==> src/design/arpe_pkg.sv <==
// arpe_pkg: shared types and constants for the ARP/ICMP echo responder.
// No dependencies; arpe_ctrl, arpe_dp and the top level refer to it by scoped names.
`timescale 1ns / 1ps
`default_nettype none

package arpe_pkg;

    // Header buffer geometry
    localparam int unsigned HDR_LEN = 42;
    localparam int unsigned IDX_W   = 6;

    // Checksum sequencing: one header word per step, steps 0..CSUM_LAST
    localparam logic [2:0] CSUM_LAST = 3'd6;

    // Configuration register indexes
    localparam logic [0:0] CFG_LOCAL_IP  = 1'b0;
    localparam logic [0:0] CFG_LOCAL_MAC = 1'b1;
    localparam int unsigned CFG_DATA_W   = 48;

    localparam logic [47:0] LOCAL_MAC_RESET = 48'h6161_6161_6161;

    // Frame status codes
    localparam logic [2:0] ST_ARP_REPLY    = 3'd0;
    localparam logic [2:0] ST_ICMP_REPLY   = 3'd1;
    localparam logic [2:0] ST_OTHER        = 3'd2;
    localparam logic [2:0] ST_ARP_NOT_OURS = 3'd3;
    localparam logic [2:0] ST_SHORT        = 3'd4;

    // Protocol constants
    localparam logic [15:0] ETH_TYPE_ARP  = 16'h0806;
    localparam logic [15:0] ETH_TYPE_IPV4 = 16'h0800;
    localparam logic [15:0] IP_VER_IHL    = 16'h4500;
    localparam logic [7:0]  IP_TTL        = 8'h40;
    localparam logic [7:0]  IP_PROTO_ICMP = 8'h01;
    localparam logic [15:0] ETH_HDR_LEN   = 16'd14;

    // Controller -> datapath commands
    typedef struct packed {
        logic       store;       // write received byte into header buffer
        logic       latch_full;  // 42nd byte taken
        logic       latch_short; // frame ended before 42 bytes
        logic       calc;        // checksum / classify step
        logic [2:0] calc_step;
        logic       emit;        // load next header byte into output register
        logic       pass;        // load received payload byte into output register
    } ctrl_cmd_t;

    // Datapath -> controller status
    typedef struct packed {
        logic out_free;   // output register can take a byte this cycle
        logic hdr_full;   // current byte completes the header
        logic emit_done;  // header byte being emitted is the final one
        logic frame_ends; // frame is over once the header burst is out
    } dp_status_t;

endpackage

`default_nettype wire

==> src/design/arpe_rx_if.sv <==
// arpe_rx_if: received byte channel (valid/ready plus frame byte payload).
// Depends on nothing.
`timescale 1ns / 1ps
`default_nettype none

interface arpe_rx_if;
    logic        valid;
    logic        ready;
    logic [7:0]  frame_byte;
    logic        last_byte;
    logic [15:0] frame_length;

    modport source (output valid, output frame_byte, output last_byte,
                    output frame_length, input ready);
    modport sink   (input valid, input frame_byte, input last_byte,
                    input frame_length, output ready);
endinterface

`default_nettype wire

==> src/design/arpe_tx_if.sv <==
// arpe_tx_if: reply byte channel (valid/ready plus reply byte and status).
// Depends on nothing.
`timescale 1ns / 1ps
`default_nettype none

interface arpe_tx_if;
    logic       valid;
    logic       ready;
    logic [7:0] out_byte;
    logic       out_last;
    logic [2:0] frame_status;

    modport source (output valid, output out_byte, output out_last,
                    output frame_status, input ready);
    modport sink   (input valid, input out_byte, input out_last,
                    input frame_status, output ready);
endinterface

`default_nettype wire

==> src/design/arpe_ctrl.sv <==
// arpe_ctrl: frame sequencing state machine (collect, checksum, emit, pass).
// Depends on arpe_pkg.
`timescale 1ns / 1ps
`default_nettype none

module arpe_ctrl (
    input  wire logic                  clk,
    input  wire logic                  rst_n,
    input  wire logic                  in_valid,
    input  wire logic                  in_last,
    output logic                       in_ready,
    input  wire arpe_pkg::dp_status_t  stat,
    output arpe_pkg::ctrl_cmd_t        cmd
);

    typedef enum logic [3:0] {
        S_COLLECT = 4'b0001,
        S_CALC    = 4'b0010,
        S_EMIT    = 4'b0100,
        S_PASS    = 4'b1000
    } ctrl_state_t;

    ctrl_state_t state_reg, state_next;
    logic [2:0]  step_reg, step_next;

    always_ff @(posedge clk or negedge rst_n)
    begin
        if (!rst_n)
        begin
            state_reg <= S_COLLECT;
            step_reg  <= '0;
        end
        else
        begin
            state_reg <= state_next;
            step_reg  <= step_next;
        end
    end

    always_comb
    begin
        cmd        = '0;
        in_ready   = 1'b0;
        state_next = state_reg;
        step_next  = step_reg;
        case (state_reg)
            S_COLLECT:
            begin
                in_ready = 1'b1;
                if (in_valid)
                begin
                    cmd.store = 1'b1;
                    if (stat.hdr_full)
                    begin
                        cmd.latch_full = 1'b1;
                        state_next     = S_CALC;
                        step_next      = '0;
                    end
                    else if (in_last)
                    begin
                        cmd.latch_short = 1'b1;
                        state_next      = S_CALC;
                        step_next       = '0;
                    end
                end
            end
            S_CALC:
            begin
                cmd.calc      = 1'b1;
                cmd.calc_step = step_reg;
                if (step_reg == arpe_pkg::CSUM_LAST)
                    state_next = S_EMIT;
                else
                    step_next = step_reg + 3'd1;
            end
            S_EMIT:
            begin
                if (stat.out_free)
                begin
                    cmd.emit = 1'b1;
                    if (stat.emit_done)
                        state_next = stat.frame_ends ? S_COLLECT : S_PASS;
                end
            end
            S_PASS:
            begin
                in_ready = stat.out_free;
                if (in_valid && stat.out_free)
                begin
                    cmd.pass = 1'b1;
                    if (in_last)
                        state_next = S_COLLECT;
                end
            end
            default:
            begin
                state_next = S_COLLECT;
            end
        endcase
    end

    // Last header byte of a frame that already ended returns to collection
    a_emit_end: assert property (@(posedge clk) disable iff (!rst_n)
        (cmd.emit && stat.emit_done && stat.frame_ends) |=> (state_reg == S_COLLECT))
        else $error("frame did not close after final header byte");

    // Checksum pass always starts at step zero after a header is latched
    a_calc_start: assert property (@(posedge clk) disable iff (!rst_n)
        (cmd.latch_full || cmd.latch_short) |=> (state_reg == S_CALC && step_reg == 3'd0))
        else $error("checksum pass did not start at step zero");

endmodule

`default_nettype wire

==> src/design/arpe_dp.sv <==
// arpe_dp: header buffer, field captures, checksums, byte rewrite and output register.
// Depends on arpe_pkg.
`timescale 1ns / 1ps
`default_nettype none

module arpe_dp (
    input  wire logic                            clk,
    input  wire logic                            rst_n,
    input  wire arpe_pkg::ctrl_cmd_t             cmd,
    output arpe_pkg::dp_status_t                 stat,
    input  wire logic [7:0]                      in_byte,
    input  wire logic                            in_last,
    input  wire logic [15:0]                     in_length,
    input  wire logic                            cfg_we,
    input  wire logic [0:0]                      cfg_index,
    input  wire logic [arpe_pkg::CFG_DATA_W-1:0] cfg_data,
    input  wire logic                            out_ready,
    output logic                                 out_valid,
    output logic [7:0]                           out_byte,
    output logic                                 out_last,
    output logic [2:0]                           out_status
);

    localparam int unsigned IW = arpe_pkg::IDX_W;

    // ones' complement add with end-around carry
    function automatic logic [15:0] oc_add(input logic [15:0] a, input logic [15:0] b);
        logic [16:0] s;
        s = {1'b0, a} + {1'b0, b};
        return s[15:0] + {15'b0, s[16]};
    endfunction

    function automatic logic [7:0] mac_byte(input logic [47:0] mac, input logic [2:0] k);
        return mac[{3'd5 - k, 3'b000} +: 8];
    endfunction

    function automatic logic [7:0] ip_byte(input logic [31:0] ip, input logic [1:0] k);
        return ip[{2'd3 - k, 3'b000} +: 8];
    endfunction

    // Configuration
    logic [31:0] local_ip_reg;
    logic [47:0] local_mac_reg;

    always_ff @(posedge clk or negedge rst_n)
    begin
        if (!rst_n)
        begin
            local_ip_reg  <= '0;
            local_mac_reg <= arpe_pkg::LOCAL_MAC_RESET;
        end
        else if (cfg_we)
        begin
            if (cfg_index == arpe_pkg::CFG_LOCAL_IP)
                local_ip_reg <= cfg_data[31:0];
            else
                local_mac_reg <= cfg_data[47:0];
        end
    end

    // Header buffer: one write port (receive), one registered read port (emit)
    logic [7:0]    hdr_mem [arpe_pkg::HDR_LEN];
    logic [7:0]    rd_data_reg;
    logic [IW-1:0] rd_addr;

    // Field captures: bytes 6..13, 22..31, 34..41
    logic [7:0] cap_a_reg [8];
    logic [7:0] cap_b_reg [10];
    logic [7:0] cap_c_reg [8];

    logic [IW-1:0] pos_reg, idx_reg, cnt_reg;
    logic [2:0]    class_reg;
    logic          hdr_last_reg;
    logic [15:0]   tl_reg, acc_reg, icmp_ck_reg;

    logic [IW-1:0] cnt_m1;
    assign cnt_m1 = cnt_reg - IW'(1);

    assign stat.hdr_full   = (pos_reg == IW'(arpe_pkg::HDR_LEN - 1));
    assign stat.emit_done  = (idx_reg == cnt_m1);
    assign stat.frame_ends = hdr_last_reg;
    assign stat.out_free   = !out_valid || out_ready;

    assign rd_addr = (cmd.emit && !stat.emit_done) ? (idx_reg + IW'(1)) : idx_reg;

    always_ff @(posedge clk)
    begin
        if (cmd.store)
            hdr_mem[pos_reg] <= in_byte;
        rd_data_reg <= hdr_mem[rd_addr];
    end

    logic [IW-1:0] off_a, off_b, off_c;
    assign off_a = pos_reg - IW'(6);
    assign off_b = pos_reg - IW'(22);
    assign off_c = pos_reg - IW'(34);

    always_ff @(posedge clk)
    begin
        if (cmd.store)
        begin
            if (pos_reg >= IW'(6) && pos_reg <= IW'(13))
                cap_a_reg[off_a[2:0]] <= in_byte;
            if (pos_reg >= IW'(22) && pos_reg <= IW'(31))
                cap_b_reg[off_b[3:0]] <= in_byte;
            if (pos_reg >= IW'(34) && pos_reg <= IW'(41))
                cap_c_reg[off_c[2:0]] <= in_byte;
        end
    end

    // Captured fields
    logic [15:0] eth_type, icmp_hc, icmp_m, word;
    logic [31:0] arp_tpa;
    logic [2:0]  class_calc;

    assign eth_type = {cap_a_reg[6], cap_a_reg[7]};
    assign icmp_m   = {cap_c_reg[0], cap_c_reg[1]};
    assign icmp_hc  = {cap_c_reg[2], cap_c_reg[3]};
    assign arp_tpa  = {cap_c_reg[4], cap_c_reg[5], cap_c_reg[6], cap_c_reg[7]};

    always_comb
    begin
        if (eth_type == arpe_pkg::ETH_TYPE_ARP)
            class_calc = (arp_tpa == local_ip_reg) ? arpe_pkg::ST_ARP_REPLY
                                                   : arpe_pkg::ST_ARP_NOT_OURS;
        else if (eth_type == arpe_pkg::ETH_TYPE_IPV4 && cap_b_reg[1] == arpe_pkg::IP_PROTO_ICMP)
            class_calc = arpe_pkg::ST_ICMP_REPLY;
        else
            class_calc = arpe_pkg::ST_OTHER;
    end

    // IP header words that are nonzero, one per checksum step
    always_comb
    begin
        case (cmd.calc_step)
            3'd0:    word = arpe_pkg::IP_VER_IHL;
            3'd1:    word = tl_reg;
            3'd2:    word = {arpe_pkg::IP_TTL, arpe_pkg::IP_PROTO_ICMP};
            3'd3:    word = local_ip_reg[31:16];
            3'd4:    word = local_ip_reg[15:0];
            3'd5:    word = {cap_b_reg[4], cap_b_reg[5]};
            3'd6:    word = {cap_b_reg[6], cap_b_reg[7]};
            default: word = '0;
        endcase
    end

    always_ff @(posedge clk or negedge rst_n)
    begin
        if (!rst_n)
        begin
            pos_reg      <= '0;
            idx_reg      <= '0;
            cnt_reg      <= '0;
            class_reg    <= arpe_pkg::ST_ARP_REPLY;
            hdr_last_reg <= 1'b0;
        end
        else
        begin
            if (cmd.store)
                pos_reg <= pos_reg + IW'(1);
            if (cmd.latch_full)
            begin
                cnt_reg      <= IW'(arpe_pkg::HDR_LEN);
                idx_reg      <= '0;
                hdr_last_reg <= in_last;
                class_reg    <= arpe_pkg::ST_OTHER;
            end
            if (cmd.latch_short)
            begin
                cnt_reg      <= pos_reg + IW'(1);
                idx_reg      <= '0;
                hdr_last_reg <= 1'b1;
                class_reg    <= arpe_pkg::ST_SHORT;
            end
            if (cmd.calc && cmd.calc_step == 3'd0 && class_reg != arpe_pkg::ST_SHORT)
                class_reg <= class_calc;
            if (cmd.emit)
            begin
                idx_reg <= idx_reg + IW'(1);
                if (stat.emit_done)
                    pos_reg <= '0;
            end
        end
    end

    // Checksums; RFC 1624 update with the new type/code word equal to zero
    always_ff @(posedge clk)
    begin
        if (cmd.latch_full)
            tl_reg <= in_length - arpe_pkg::ETH_HDR_LEN;
        if (cmd.calc)
        begin
            if (cmd.calc_step == 3'd0)
            begin
                acc_reg     <= word;
                icmp_ck_reg <= ~oc_add(~icmp_hc, ~icmp_m);
            end
            else
                acc_reg <= oc_add(acc_reg, word);
        end
    end

    // Rewritten header byte at idx_reg
    logic [IW-1:0] off_mac, off_sha, off_spa, off_lip, off_cap;
    logic [7:0]    eb;
    logic [15:0]   ip_ck;

    assign off_mac = idx_reg - IW'(6);
    assign off_sha = idx_reg - IW'(22);
    assign off_spa = idx_reg - IW'(28);
    assign off_lip = idx_reg - IW'(26);
    assign off_cap = (class_reg == arpe_pkg::ST_ICMP_REPLY) ? (idx_reg - IW'(26))
                                                           : (idx_reg - IW'(32));
    assign ip_ck   = ~acc_reg;

    always_comb
    begin
        eb = rd_data_reg;
        if (class_reg != arpe_pkg::ST_SHORT)
        begin
            if (idx_reg < IW'(6))
                eb = cap_a_reg[idx_reg[2:0]];
            else if (idx_reg < IW'(12))
                eb = mac_byte(local_mac_reg, off_mac[2:0]);
            else if (class_reg == arpe_pkg::ST_ARP_REPLY)
            begin
                if (idx_reg >= IW'(32))
                    eb = cap_b_reg[off_cap[3:0]];
                else if (idx_reg >= IW'(28))
                    eb = ip_byte(local_ip_reg, off_spa[1:0]);
                else if (idx_reg >= IW'(22))
                    eb = mac_byte(local_mac_reg, off_sha[2:0]);
                else
                begin
                    case (idx_reg)
                        IW'(15): eb = 8'h01;
                        IW'(16): eb = 8'h08;
                        IW'(18): eb = 8'h06;
                        IW'(19): eb = 8'h04;
                        IW'(21): eb = 8'h02;
                        IW'(14), IW'(17), IW'(20): eb = 8'h00;
                        default: eb = rd_data_reg;
                    endcase
                end
            end
            else if (class_reg == arpe_pkg::ST_ICMP_REPLY)
            begin
                if (idx_reg >= IW'(30) && idx_reg <= IW'(33))
                    eb = cap_b_reg[off_cap[3:0]];
                else if (idx_reg >= IW'(26) && idx_reg <= IW'(29))
                    eb = ip_byte(local_ip_reg, off_lip[1:0]);
                else
                begin
                    case (idx_reg)
                        IW'(14): eb = arpe_pkg::IP_VER_IHL[15:8];
                        IW'(15): eb = arpe_pkg::IP_VER_IHL[7:0];
                        IW'(16): eb = tl_reg[15:8];
                        IW'(17): eb = tl_reg[7:0];
                        IW'(18), IW'(19), IW'(20), IW'(21),
                        IW'(34), IW'(35): eb = 8'h00;
                        IW'(22): eb = arpe_pkg::IP_TTL;
                        IW'(23): eb = arpe_pkg::IP_PROTO_ICMP;
                        IW'(24): eb = ip_ck[15:8];
                        IW'(25): eb = ip_ck[7:0];
                        IW'(36): eb = icmp_ck_reg[15:8];
                        IW'(37): eb = icmp_ck_reg[7:0];
                        default: eb = rd_data_reg;
                    endcase
                end
            end
        end
    end

    // Output register
    logic       out_valid_reg, out_valid_next;
    logic [7:0] out_byte_reg;
    logic       out_last_reg;
    logic [2:0] out_status_reg;

    always_comb
    begin
        out_valid_next = out_valid_reg && !out_ready;
        if (cmd.emit || cmd.pass)
            out_valid_next = 1'b1;
    end

    always_ff @(posedge clk or negedge rst_n)
    begin
        if (!rst_n)
            out_valid_reg <= 1'b0;
        else
            out_valid_reg <= out_valid_next;
    end

    always_ff @(posedge clk)
    begin
        if (cmd.emit)
        begin
            out_byte_reg   <= eb;
            out_last_reg   <= stat.emit_done && hdr_last_reg;
            out_status_reg <= class_reg;
        end
        else if (cmd.pass)
        begin
            out_byte_reg   <= in_byte;
            out_last_reg   <= in_last;
            out_status_reg <= class_reg;
        end
    end

    assign out_valid  = out_valid_reg;
    assign out_byte   = out_byte_reg;
    assign out_last   = out_last_reg;
    assign out_status = out_status_reg;

    a_emit_range: assert property (@(posedge clk) disable iff (!rst_n)
        cmd.emit |-> (idx_reg < cnt_reg))
        else $error("header emit index past byte count");

    a_store_range: assert property (@(posedge clk) disable iff (!rst_n)
        cmd.store |-> (pos_reg < IW'(arpe_pkg::HDR_LEN)))
        else $error("header store past buffer end");

    a_short_last: assert property (@(posedge clk) disable iff (!rst_n)
        (cmd.emit && stat.emit_done && class_reg == arpe_pkg::ST_SHORT) |=> out_last_reg)
        else $error("short frame burst without final marker");

endmodule

`default_nettype wire

==> src/design/arp_icmp_echo_responder.sv <==
// arp_icmp_echo_responder: top level of the ARP / ICMP echo reply responder.
// Depends on arpe_pkg, arpe_rx_if, arpe_tx_if, arpe_ctrl and arpe_dp.
`timescale 1ns / 1ps
`default_nettype none

// Takes a received Ethernet frame one byte per request on rx and returns the
// reply frame one byte per request on tx. The first 42 bytes are collected
// at one per cycle into a header buffer; then a checksum pass computes the IP
// header checksum (one 16-bit word per cycle through a ones' complement
// adder), classifies the frame and updates the ICMP checksum incrementally.
// The 42 rewritten header bytes then leave at one per cycle while tx is ready,
// from the buffer's registered read port while rx is held off, and every
// later payload byte passes through at one per cycle while rx and tx allow.
// A frame shorter than 42 bytes is echoed unchanged with status 4. Every
// reply to a frame of 42 bytes or more swaps the MAC addresses (source
// becomes local_mac); an ARP frame whose target IP equals local_ip becomes
// an ARP reply (status 0) and other ARP frames get status 3; IPv4 protocol 1
// gets a rebuilt IP header and an echo reply header (status 1); anything else
// keeps its body (status 2). frame_length is sampled with the 42nd byte.
// Configuration (index 0 local_ip, index 1 local_mac) is written through
// cfg_we / cfg_index / cfg_data, by the user only while the block is idle;
// the block does not enforce this. No clearing pass is needed after reset.
module arp_icmp_echo_responder (
    input  wire logic                            clk,
    input  wire logic                            rst_n,
    arpe_rx_if.sink                              rx,
    arpe_tx_if.source                            tx,
    input  wire logic                            cfg_we,
    input  wire logic [0:0]                      cfg_index,
    input  wire logic [arpe_pkg::CFG_DATA_W-1:0] cfg_data
);

    arpe_pkg::ctrl_cmd_t  cmd;
    arpe_pkg::dp_status_t stat;
    logic                 in_ready;

    // Sequencer: collect, checksum, header burst, payload pass-through
    arpe_ctrl u_ctrl (
        .clk      (clk),
        .rst_n    (rst_n),
        .in_valid (rx.valid),
        .in_last  (rx.last_byte),
        .in_ready (in_ready),
        .stat     (stat),
        .cmd      (cmd)
    );

    assign rx.ready = in_ready;

    // Header buffer, field captures, rewrite mux and output register
    arpe_dp u_dp (
        .clk        (clk),
        .rst_n      (rst_n),
        .cmd        (cmd),
        .stat       (stat),
        .in_byte    (rx.frame_byte),
        .in_last    (rx.last_byte),
        .in_length  (rx.frame_length),
        .cfg_we     (cfg_we),
        .cfg_index  (cfg_index),
        .cfg_data   (cfg_data),
        .out_ready  (tx.ready),
        .out_valid  (tx.valid),
        .out_byte   (tx.out_byte),
        .out_last   (tx.out_last),
        .out_status (tx.frame_status)
    );

endmodule

`default_nettype wire

==> src/flat_wrapper.sv <==
// flat-port wrapper written by rule: the top's interface ports become plain ports
module arp_icmp_echo_responder_flat 
  (clk, rst_n, cfg_we, cfg_index, cfg_data, rx_valid, rx_frame_byte, rx_last_byte, rx_frame_length, rx_ready, tx_valid, tx_out_byte, tx_out_last, tx_frame_status, tx_ready);
  arpe_rx_if rx_i ();
  arpe_tx_if tx_i ();
  input  wire logic clk;
  input  wire logic rst_n;
  input  wire logic cfg_we;
  input  wire logic [0:0] cfg_index;
  input  wire logic [arpe_pkg::CFG_DATA_W-1:0] cfg_data;
  input wire logic [$bits(rx_i.valid)-1:0] rx_valid;
  input wire logic [$bits(rx_i.frame_byte)-1:0] rx_frame_byte;
  input wire logic [$bits(rx_i.last_byte)-1:0] rx_last_byte;
  input wire logic [$bits(rx_i.frame_length)-1:0] rx_frame_length;
  output wire logic [$bits(rx_i.ready)-1:0] rx_ready;
  output wire logic [$bits(tx_i.valid)-1:0] tx_valid;
  output wire logic [$bits(tx_i.out_byte)-1:0] tx_out_byte;
  output wire logic [$bits(tx_i.out_last)-1:0] tx_out_last;
  output wire logic [$bits(tx_i.frame_status)-1:0] tx_frame_status;
  input wire logic [$bits(tx_i.ready)-1:0] tx_ready;
  assign rx_i.valid = rx_valid;
  assign rx_i.frame_byte = rx_frame_byte;
  assign rx_i.last_byte = rx_last_byte;
  assign rx_i.frame_length = rx_frame_length;
  assign rx_ready = rx_i.ready;
  assign tx_valid = tx_i.valid;
  assign tx_out_byte = tx_i.out_byte;
  assign tx_out_last = tx_i.out_last;
  assign tx_frame_status = tx_i.frame_status;
  assign tx_i.ready = tx_ready;
  arp_icmp_echo_responder u_core (.clk(clk), .rst_n(rst_n), .rx(rx_i), .tx(tx_i), .cfg_we(cfg_we), .cfg_index(cfg_index), .cfg_data(cfg_data));
endmodule
==> config.mk <==
export PLATFORM = sky130hd
export DESIGN_NAME = arp_icmp_echo_responder_flat
export DESIGN_NICKNAME = d
export VERILOG_FILES = /design/src/design/arpe_pkg.sv /design/src/design/arpe_rx_if.sv /design/src/design/arpe_tx_if.sv /design/src/design/arpe_ctrl.sv /design/src/design/arpe_dp.sv /design/src/design/arp_icmp_echo_responder.sv /design/src/flat_wrapper.sv
export SDC_FILE = /design/constraint.sdc
export NUM_CORES = 1
export LEC_CHECK = 0
export BUFFER_PORTS_ARGS = -buffer_cell sky130_fd_sc_hd__buf_2
export CAP_MARGIN = 20
export CORE_ASPECT_RATIO = 0.9
export CORE_MARGIN = 2
export CORE_UTILIZATION = 40
export CTS_CLUSTER_SIZE = 14
export DETAILED_ROUTE_END_ITERATION = 16
export GPL_TIMING_DRIVEN = 0
export PLACE_DENSITY_LB_ADDON = 0.3
export SYNTH_ARGS = -nofsm -noshare
export SYNTH_HDL_FRONTEND = slang
export SYNTH_SLANG_ARGS = --single-unit
==> constraint.sdc <==
create_clock -name clk -period 17.15 [get_ports clk]
set_clock_uncertainty 0.2 [all_clocks]
set_input_delay 0.8575 -clock clk [delete_from_list [all_inputs] [get_ports clk]]
set_output_delay 0.8575 -clock clk [all_outputs]
set_load 0.03 [all_outputs]
# == After elaboration in Yosys (flattened, before gate mapping) ==
# Memories as Yosys holds them, arrays and structs flattened. A register that Yosys moved wholly into a read port is not among the register bits.
# Index checks and enable logic that the tools add are counted.
# totals
register_bits,170
ram_bits,544
memories,4
# op_classes
magnitude_cmp,15
bitwise,5
reduce_logical,31
n_addsub,21
n_mux,76
n_shift,4
eq_ne,43
# memory_table
memory,depth,width,rd,rd_ports_with_merged_regs,write_ports,line,rtl
u_core.u_dp.hdr_mem,42,8,1,1,1,arpe_dp.sv:62,logic [7:0] hdr_mem [arpe_pkg::HDR_LEN];
u_core.u_dp.cap_b_reg,10,8,6,0,1,arpe_dp.sv:68,logic [7:0] cap_b_reg [10];
u_core.u_dp.cap_a_reg,8,8,3,0,1,arpe_dp.sv:67,logic [7:0] cap_a_reg [8];
u_core.u_dp.cap_c_reg,8,8,8,0,1,arpe_dp.sv:69,logic [7:0] cap_c_reg [8];
# op_table
op,count
$pmux W16 S7,1
$mux W8,12
$shiftx A48 B7 Y8,2
$pmux W8 S10,1
$not A16 Y16,4
$shiftx A32 B6 Y8,2
$eq A6 B5 Y1 const B,10
$mux W6,9
$pmux W8 S6,1
$mux W4,11
$add A16 B16 Y17,2
$mux W3,11
$add A16 B1 Y16,2
$eq A16 B12 Y1 const B,2
$eq A32 B32 Y1,1
$eq A6 B6 Y1 const B,5
$ge A6 B5 Y1 const B,5
$mux W1,23
$mux W16,1
$pmux W4 S4,1
$sub A16 B4 Y16 const B,1
$ne A2 B2 Y1 const B,7
$add A6 B1 Y6 const B,2
$eq A3 B3 Y1 const B,4
43 further kinds,75

# == Depth between registers and ports, before layout ==
# Gate-level depths: netlist of run 1.
# logic_depth
word_depth,11
depth_mapped,27
ltp_nobuf,24

# == Modules after synthesis ==
# From an unflattened synthesis of run 1, not the netlist that was laid out.
# hier_totals
cells_unflattened,2914
area_unflattened_um2,37965.2
# by_module_without_submodules
module,cells_per_inst,instances,seq_area_each_um2,area_each_um2
arpe_dp,2867,1,22338.9,37512.2
arpe_ctrl,47,1,176.4,452.9

# == Least setup slack after synthesis of run 1 ==
# OpenSTA, ideal clock, no wires.
# synth_timing
path_type,flip-flop to flip-flop
from,reg u_core.u_ctrl.state_reg[0]
to,reg u_core.u_dp.acc_reg[10] (data pin)
stages_incl_launch_ff,28
arrival_time_ps,5283
path_buffers,3
setup_ps,272
period_less_slack_ps,5755
slack_ps,11395
cell_sequence,dfstp_2 > clkbuf_1 > or4b_2 > clkbuf_1 > clkinv_1 > nand2_1 > nor3_1 > clkbuf_1 > a22oi_1 > nand2_1 > ha_1 > a21oi_1 > o21ai_0 > a21oi_1 > o211ai_1 > nand2_1 > o21ai_0 > a21oi_1 > nor2b_1 > o21ai_0 > nand2b_1 > ha_1 > ha_1 > nand2_1 > nor2_1 > nand4_1 > xor2_1 > nand2_1
# synth_via
elab_chain_len,7
word_cells_on_any_way,13
classes_between,2 x add/sub; 7 x eq/ne; 3 x mux; 1 x reduce/logical
# synth_rtl
element,line,rtl
from (decl),arpe_ctrl.sv:23,"ctrl_state_t state_reg, state_next;"
from (signal assigned),arpe_ctrl.sv:35,state_reg <= state_next;
$eq A4 B2 Y1 *,arpe_ctrl.sv:46,case (state_reg)
$mux W4 *,arpe_ctrl.sv:46,
"$eq A3 B3 Y1, or another cell as far along",arpe_dp.sv:135,case (cmd.calc_step)
$pmux W16 S7,arpe_dp.sv:135,
$add A16 B16 Y17,arpe_dp.sv:29,"s = {1'b0, a} + {1'b0, b};"
$add A16 B1 Y16,arpe_dp.sv:30,"return s[15:0] + {15'b0, s[16]};"
$mux W16 *,arpe_dp.sv:193,if (cmd.calc_step == 3'd0)
to (signal assigned),arpe_dp.sv:195,acc_reg <= word;
to (signal assigned),arpe_dp.sv:199,"acc_reg <= oc_add(acc_reg, word);"
to (decl),arpe_dp.sv:74,"logic [15:0] tl_reg, acc_reg, icmp_ck_reg;"
# Every way passes the cells marked *; elsewhere a longest branch is shown, timed or not.
# A chain may end at the register's enable or synchronous reset.

# == Final worst setup path of run 1 ==
# Ends and elaborated chain as after synthesis.

==> results.sh, run 1 <==
export IMPL_status="finished, final reports clean"
export IMPL_detail_route_wl_per_cell_um=25.9
export IMPL_postSynthAreaPerCell_um2=13.9
export IMPL_startpoint_type="register"
export IMPL_maxCapViolations=0
export IMPL_path_max_fanout=23
export IMPL_ant_nets=0
export IMPL_std_cell_rows=103
export IMPL_io_pins=93
export IMPL_min_period_ps=7740
export IMPL_cp_startpoint="u_core.u_ctrl.state_reg[0]"
export IMPL_final_nets=2860
export IMPL_cts_tree="built"
export IMPL_dr_total_vias=23057
export IMPL_worstSetupPathType="register to register"
export IMPL_pre_cts_ws_ps=9180
export IMPL_synth_seq_cells=770
export IMPL_cts_clk_slew_worst_paths_ps=60
export IMPL_synthArstFlopShare_pct=14.3
export IMPL_power_density_nw_per_um2=114
export IMPL_timing_critical_path_max_delay_family="simple AND/OR/NAND/NOR gates"
export IMPL_slew_headroom_pct=27.1
export IMPL_cp_end_kind="register"
export IMPL_synth_cells=2530
export IMPL_critPathMostFrequentCell="nand2_1"
export IMPL_synth_ff_type="edfxtp_1"
export IMPL_r2r_cells=26
export IMPL_p_leak_nw=14.7
export IMPL_postCtsHoldBufs=0
export IMPL_drv_slew=0
export IMPL_drt_iter0_drc=2858
export IMPL_synth_area_leaders="edfxtp_1 56%, dfrtp_1 6.5%, mux2i_1 5.3%"
export IMPL_tns_ps=0
export IMPL_avgViaCountPerCell=5.85
export IMPL_grt_max_degree=76
export IMPL_synth_nets=2668
export IMPL_postPlaceCellArea_um2=37400
export IMPL_worst_slew_pin_slew_ps=1070
export IMPL_largest_reg_flops=336
export IMPL_fin_crit_sh_pct=45.1
export IMPL_setup_slack_ps=9410
export IMPL_rsz0062_at_grt="no"
export IMPL_path_buf_inv=4
export IMPL_fillers=7637
export IMPL_critical_path_required_ps=17290
export IMPL_synth_edf_count=652
export IMPL_max_stage_delay_ps=810
export IMPL_remaining_drc_errors=0
export IMPL_hold_class="input pin to asynchronous set/reset pin"
export IMPL_first_global_vias=22608
export IMPL_portBuffers=92
export IMPL_place_inst=3788
export IMPL_h_tree_depth=3
export IMPL_core_um2=87500
export IMPL_grt_ovfl_total=0
export IMPL_wirelength_um=102000
export IMPL_worstSkewPairLatency_ps=650
export IMPL_design_area_um2=40200
export IMPL_cts_resized=0
export IMPL_cp_num_cells=26
export IMPL_syn_area_um2=35300
export IMPL_r2r_start="u_core.u_ctrl.state_reg[0]"
export IMPL_cts_setup_buffers=0
export IMPL_synth_commonest_cells="652 x edfxtp_1, 217 x nand2_1, 186 x mux2i_1, 172 x nor2_1"
export IMPL_crit_slowest_cell="clkinv_1"
export IMPL_max_freq_ghz=0.129
export IMPL_cts_sinks=770
export IMPL_synth_cell_types=87
export IMPL_yosysSeqAreaShare_pct=63.9
export IMPL_fp_dieArea_um2=90500
export IMPL_cts_buffer_depth=3
export IMPL_synth_top_area_share_pct=55.5
export IMPL_ys_warn_count=0
export IMPL_antenna_found_initial=6
export IMPL_synth_area_leader_cell="edfxtp_1"
export IMPL_grt_pass1_wl_um=150000
export IMPL_routabilityCongestion=0.979
export IMPL_ir_drop_mv=0.0730
export IMPL_start_util_pct=40.3
export IMPL_die_y_um=286
export IMPL_grt_usage_pct=22.4
export IMPL_final_cells=3944
export IMPL_drive_above_1_share_pct=16.7
export IMPL_yosysMostFrequentCell="edfxtp_1"
export IMPL_die_w_um=317
export IMPL_hold_ws_ps=94.8
export IMPL_timing_critical_path_arrival_ps=7880
export IMPL_cts_inserted_buffers=81
export IMPL_hold_viol_final=0
export IMPL_syn2layout_area_growth_pct=13.9
export IMPL_drt_pass1_iterations=6
export IMPL_finalSetupViolCount=0
export IMPL_hpwl_um=72800
export IMPL_root_buffer="clkbuf_16"
layer usage:
| layer | up-vias | global-route usage [%] | routed length, um | share of wire [%] |
|---|---|---|---|---|
| li1 | 10153 | - | - | - |
| met1 | 11747 | 33.5 | 46000 | 45 |
| met2 | 1007 | 33.3 | 45200 | 44 |
| met3 | 142 | 4.36 | 8750 | 8.6 |
| met4 | 8 | 5.78 | 2060 | 2.0 |
| met5 | - | 0 | 45 | 0.044 |
metrics by stage:
stage               util (%)  power, mW
floorplan                  -       2.57
global placement        42.5       2.78
detailed placement      42.7       2.80
CTS                     45.8       4.58
global route            45.9       4.73
finish                  45.9       4.57
path summary, 6_finish.rpt:
check | endpoint | slack (ps)
setup reg to reg | u_core.u_dp.acc_reg[10] | 9410
hold reg to reg | u_core.u_dp.out_status[1] | 270
setup / recovery | u_core.u_dp.acc_reg[10] | 9410
max in group asynchronous | u_core.u_ctrl.state_reg[0] | 15860
min in group clk | u_core.u_dp.tl_reg[0] | 190
hold / removal | u_core.u_dp.local_ip_reg[15] | 90
kinds of logic (layout without fill, tap and decap cells):
family	after synthesis	after routing	share of synthesized area [%]
adders and majority gates	59	59	2.14
DFF	770	770	63.9
other	0	1	0
and+or+nand+nor	619	619	8.21
xor gates and xnor gates	118	118	2.98
AOI/OAI and AO/OA	446	446	8.61
muxes	339	339	12.1
buffers and inverters	179	437	2.07
where the power goes:
| part | internal [mW] | leakage [nW] | total (mW) | switching [mW] |
|---|---|---|---|---|
| registers | 2.14 | 7.23 | 2.22 | 0.0847 |
| logic | 0.186 | 6.11 | 0.557 | 0.371 |
| clock network | 1.05 | 1.32 | 1.79 | 0.741 |
area by class of cell:
| type | count | area, um2 | share of cell area (%) |
|---|---|---|---|
| Multi-Input combinational cell | 1581 | 12000 | 30.0 |
| Clock inverter | 47 | 515 | 1.28 |
| Sequential cell | 770 | 22500 | 56.1 |
| Antenna cell | 1 | 2.50 | 0.00623 |
| Tap cell | 1155 | 1450 | 3.60 |
| Clock buffer | 102 | 2200 | 5.47 |
| Buffer | 118 | 499 | 1.24 |
| Timing Repair Buffer | 109 | 731 | 1.82 |
| Inverter | 61 | 229 | 0.570 |
placed cells by master (no fill, tap or decap), types with 13 or more instances in the layout:
cell type  count
o21ai_0       85
buf_4         18
a221oi_1      30
o22ai_1       40
buf_2        118
nand3_1       43
clkinv_1      15
a31oi_1       23
xnor2_1       53
edfxtp_1     652
a211oi_1      17
mux2i_1      186
inv_1         60
a22oi_1       31
a222oi_1      14
and3_1        13
mux2_2        91
nand4_1       15
nor4_1        22
nor3_1        31
clkbuf_1      89
clkbuf_16     83
nand2b_1      21
nand2_1      217
xor2_1        64
nor2_1       170
dfstp_2       19
a32oi_1       15
a21oi_1       86
dfrtp_1       91
nor2b_1       16
mux4_2        61
ha_1          57
No activity file was read; power rests on OpenSTA's default activity.
==> run 2: changes to the inputs <==
==> constraint.sdc (replaced) <==
create_clock -name clk -period 6.48 [get_ports clk]
set_clock_uncertainty 0.2 [all_clocks]
set_input_delay 0.324 -clock clk [delete_from_list [all_inputs] [get_ports clk]]
set_output_delay 0.324 -clock clk [all_outputs]
set_load 0.03 [all_outputs]
==> run 2 against run 1 <==
Critical path depth fell by 10; non-clock buffer count rose by 72; global-route usage rose by 0.15 points; clock power rose to 2.6 times the previous value; sequential share of layout area fell by 1.1 points; maximum frequency rose by 24%; core utilization rose by 0.91 points; flip-flop and latch count did not move; largest power group unchanged; highest routed layer unchanged.
==> results.sh, run 2 (synthesis results as in run 1) <==
export IMPL_drt_pass1_iterations=8
export IMPL_die_y_um=286
export IMPL_wirelength_um=103000
export IMPL_cts_tree="built"
export IMPL_status="finished, final reports clean"
export IMPL_startpoint_type="register"
export IMPL_fp_dieArea_um2=90500
export IMPL_io_pins=93
export IMPL_detail_route_wl_per_cell_um=25.7
export IMPL_power_density_nw_per_um2=297
export IMPL_root_buffer="clkbuf_16"
export IMPL_largest_reg_flops=336
export IMPL_path_cells="buf_2 -> buf_4 -> clkbuf_1 -> inv_1 -> ha_1 -> nor4b_1 -> xnor2_1 -> buf_4 -> clkbuf_2 -> mux4_2 -> a211oi_2 -> a21oi_1 -> a221oi_1 -> o21ai_0 -> a211oi_1 -> nor3_1"
export IMPL_core_um2=87500
export IMPL_drt_iter0_drc=2753
export IMPL_p_sw_share_pct=26.2
export IMPL_routabilityCongestion=0.979
export IMPL_h_tree_depth=3
export IMPL_final_cells=4017
export IMPL_cts_setup_buffers=0
export IMPL_crit_slowest_cell="dfrtp_1"
export IMPL_portBuffers=92
export IMPL_hpwl_um=72800
export IMPL_grt_pass1_wl_um=151000
export IMPL_power_switching_mw=3.19
export IMPL_worstSkewPairLatency_ps=650
export IMPL_cts_clk_slew_worst_paths_ps=60
export IMPL_clockPowerShare_pct=39.0
export IMPL_first_global_vias=23040
export IMPL_dr_total_vias=23624
export IMPL_p_leak_nw=15.0
export IMPL_rsz0062_at_grt="no"
export IMPL_final_common_cell="edfxtp_1"
export IMPL_path_max_fanout=19
export IMPL_fillers=7553
export IMPL_hold_viol_final=0
export IMPL_std_cell_rows=103
export IMPL_pwr_share_comb_pct=12.5
export IMPL_start_util_pct=40.3
export IMPL_remaining_drc_errors=0
export IMPL_critical_path_required_ps=6630
export IMPL_drive_above_1_share_pct=16.8
export IMPL_tns_ps=0
export IMPL_grt_max_degree=76
export IMPL_finalSetupViolCount=0
export IMPL_grt_ovfl_total=0
export IMPL_hold_ws_ps=85.8
export IMPL_min_period_ps=6240
export IMPL_final_cell_mix="652 x edfxtp_1, 217 x nand2_1, 186 x mux2i_1"
export IMPL_syn2layout_area_growth_pct=16.2
export IMPL_cp_end_kind="register"
export IMPL_final_nets=2933
export IMPL_antenna_found_initial=6
export IMPL_ant_nets=0
export IMPL_avgViaCountPerCell=5.88
export IMPL_ir_drop_mv=0.192
export IMPL_cts_inserted_buffers=81
export IMPL_slew_headroom_pct=24.5
export IMPL_maxCapViolations=0
export IMPL_cts_sinks=770
export IMPL_max_freq_ghz=0.160
export IMPL_final_util_pct=46.8
export IMPL_worst_slew_pin_slew_ps=1130
export IMPL_timing_critical_path_arrival_ps=6400
export IMPL_worstSetupPathType="register to register"
export IMPL_p_int_mw=8.96
export IMPL_p_seq_share_pct=48.5
export IMPL_hold_class="input pin to register"
export IMPL_cts_buffer_depth=3
export IMPL_place_inst=3788
export IMPL_grt_usage_pct=22.5
export IMPL_max_stage_delay_ps=560
export IMPL_die_w_um=317
export IMPL_fin_crit_sh_pct=96.3
export IMPL_drv_slew=0
export IMPL_critPathMostFrequentCell="buf_4"
-- run 2: changes by cell type in the layout (fill, tap and decap cells not counted), sizes merged --
| cell | delta |
|---|---|
| dlygate4sd3 | +76 |
| clkbuf | -3 |
| buf | -1 |
| clkinv | +1 |
-- run 2: worst paths after layout --
| path | startpoint | end | slack [ps] | depth (start not counted) |
|---|---|---|---|---|
| min in group asynchronous | rst_n | u_core.u_dp.local_ip_reg[15] | 110 | 2 |
| worst max-delay path | u_core.u_dp.idx_reg[1] | u_core.u_dp.out_byte[2] | 240 | 16 |
| max in group asynchronous | rst_n | u_core.u_ctrl.state_reg[0] | 5170 | 3 |
| worst min register to register | u_core.u_dp.class_reg[1] | u_core.u_dp.out_status[1] | 260 | 0 |
| worst min-delay path | cfg_index | u_core.u_dp.local_ip_reg[0] | 90 | 4 |
| worst max register to register | u_core.u_dp.idx_reg[1] | u_core.u_dp.out_byte[2] | 240 | 16 |
-- run 2: area by class of cell --
type | count | area, um2 | area share, %
multi-input cells | 1581 | 12100 | 29.5
clock buffers | 102 | 2200 | 5.37
repair buffers | 184 | 1480 | 3.60
flip-flops and latches | 770 | 22500 | 55.0
plain buffers | 115 | 499 | 1.22
clock inverters | 47 | 515 | 1.26
repair inverters | 1 | 5.00 | 0.0122
diodes | 1 | 2.50 | 0.00611
inverters | 61 | 234 | 0.571
well taps | 1155 | 1450 | 3.53
-- run 2: timing repair --
item	4_1_cts	5_1_grt
gates resized for setup	16	12
gates cloned	1	0
hold endpoints to repair	178	0
hold buffers	76	0
pin swaps	1	1
setup endpoints to repair	32	13
-- run 2: worst max-delay path, delay by kind of cell (launching register included) --
kind	cells	cell delay, ps
DFF	1	560
adders and majority gates	1	260
xor gates and xnor gates	1	370
AOI/OAI and AO/OA	5	1480
and+or+nand+nor	2	440
muxes	1	410
buffers and inverters	6	2210
-- run 2: power groups by stage --
stage,registers [mW],logic (mW),clock network [mW]
final,5.89,1.51,4.74
after CTS,5.88,1.49,4.80
after detailed placement,5.98,1.44,0
after global placement,5.97,1.39,0
after global routing,5.91,1.64,5.01
after floorplan,5.87,0.944,0
-- run 2: stage by stage --
step                instance area [um2]  power, mW  setup WS, ps
finish                            41000       12.1           237
global route                      41000       12.6          39.8
CTS                               40900       12.2          97.5
global placement                  37200       7.36         -1400
detailed placement                37400       7.42         -1490
floorplan                         35300       6.81           725
-- run 2: per-layer routing --
layer	GRT usage, %	vias up	routed length [um]
met1	33.6	12008	45600
met4	5.80	8	2200
li1	-	10304	-
met2	33.7	1147	45700
met5	0	-	46
met3	4.20	157	9430
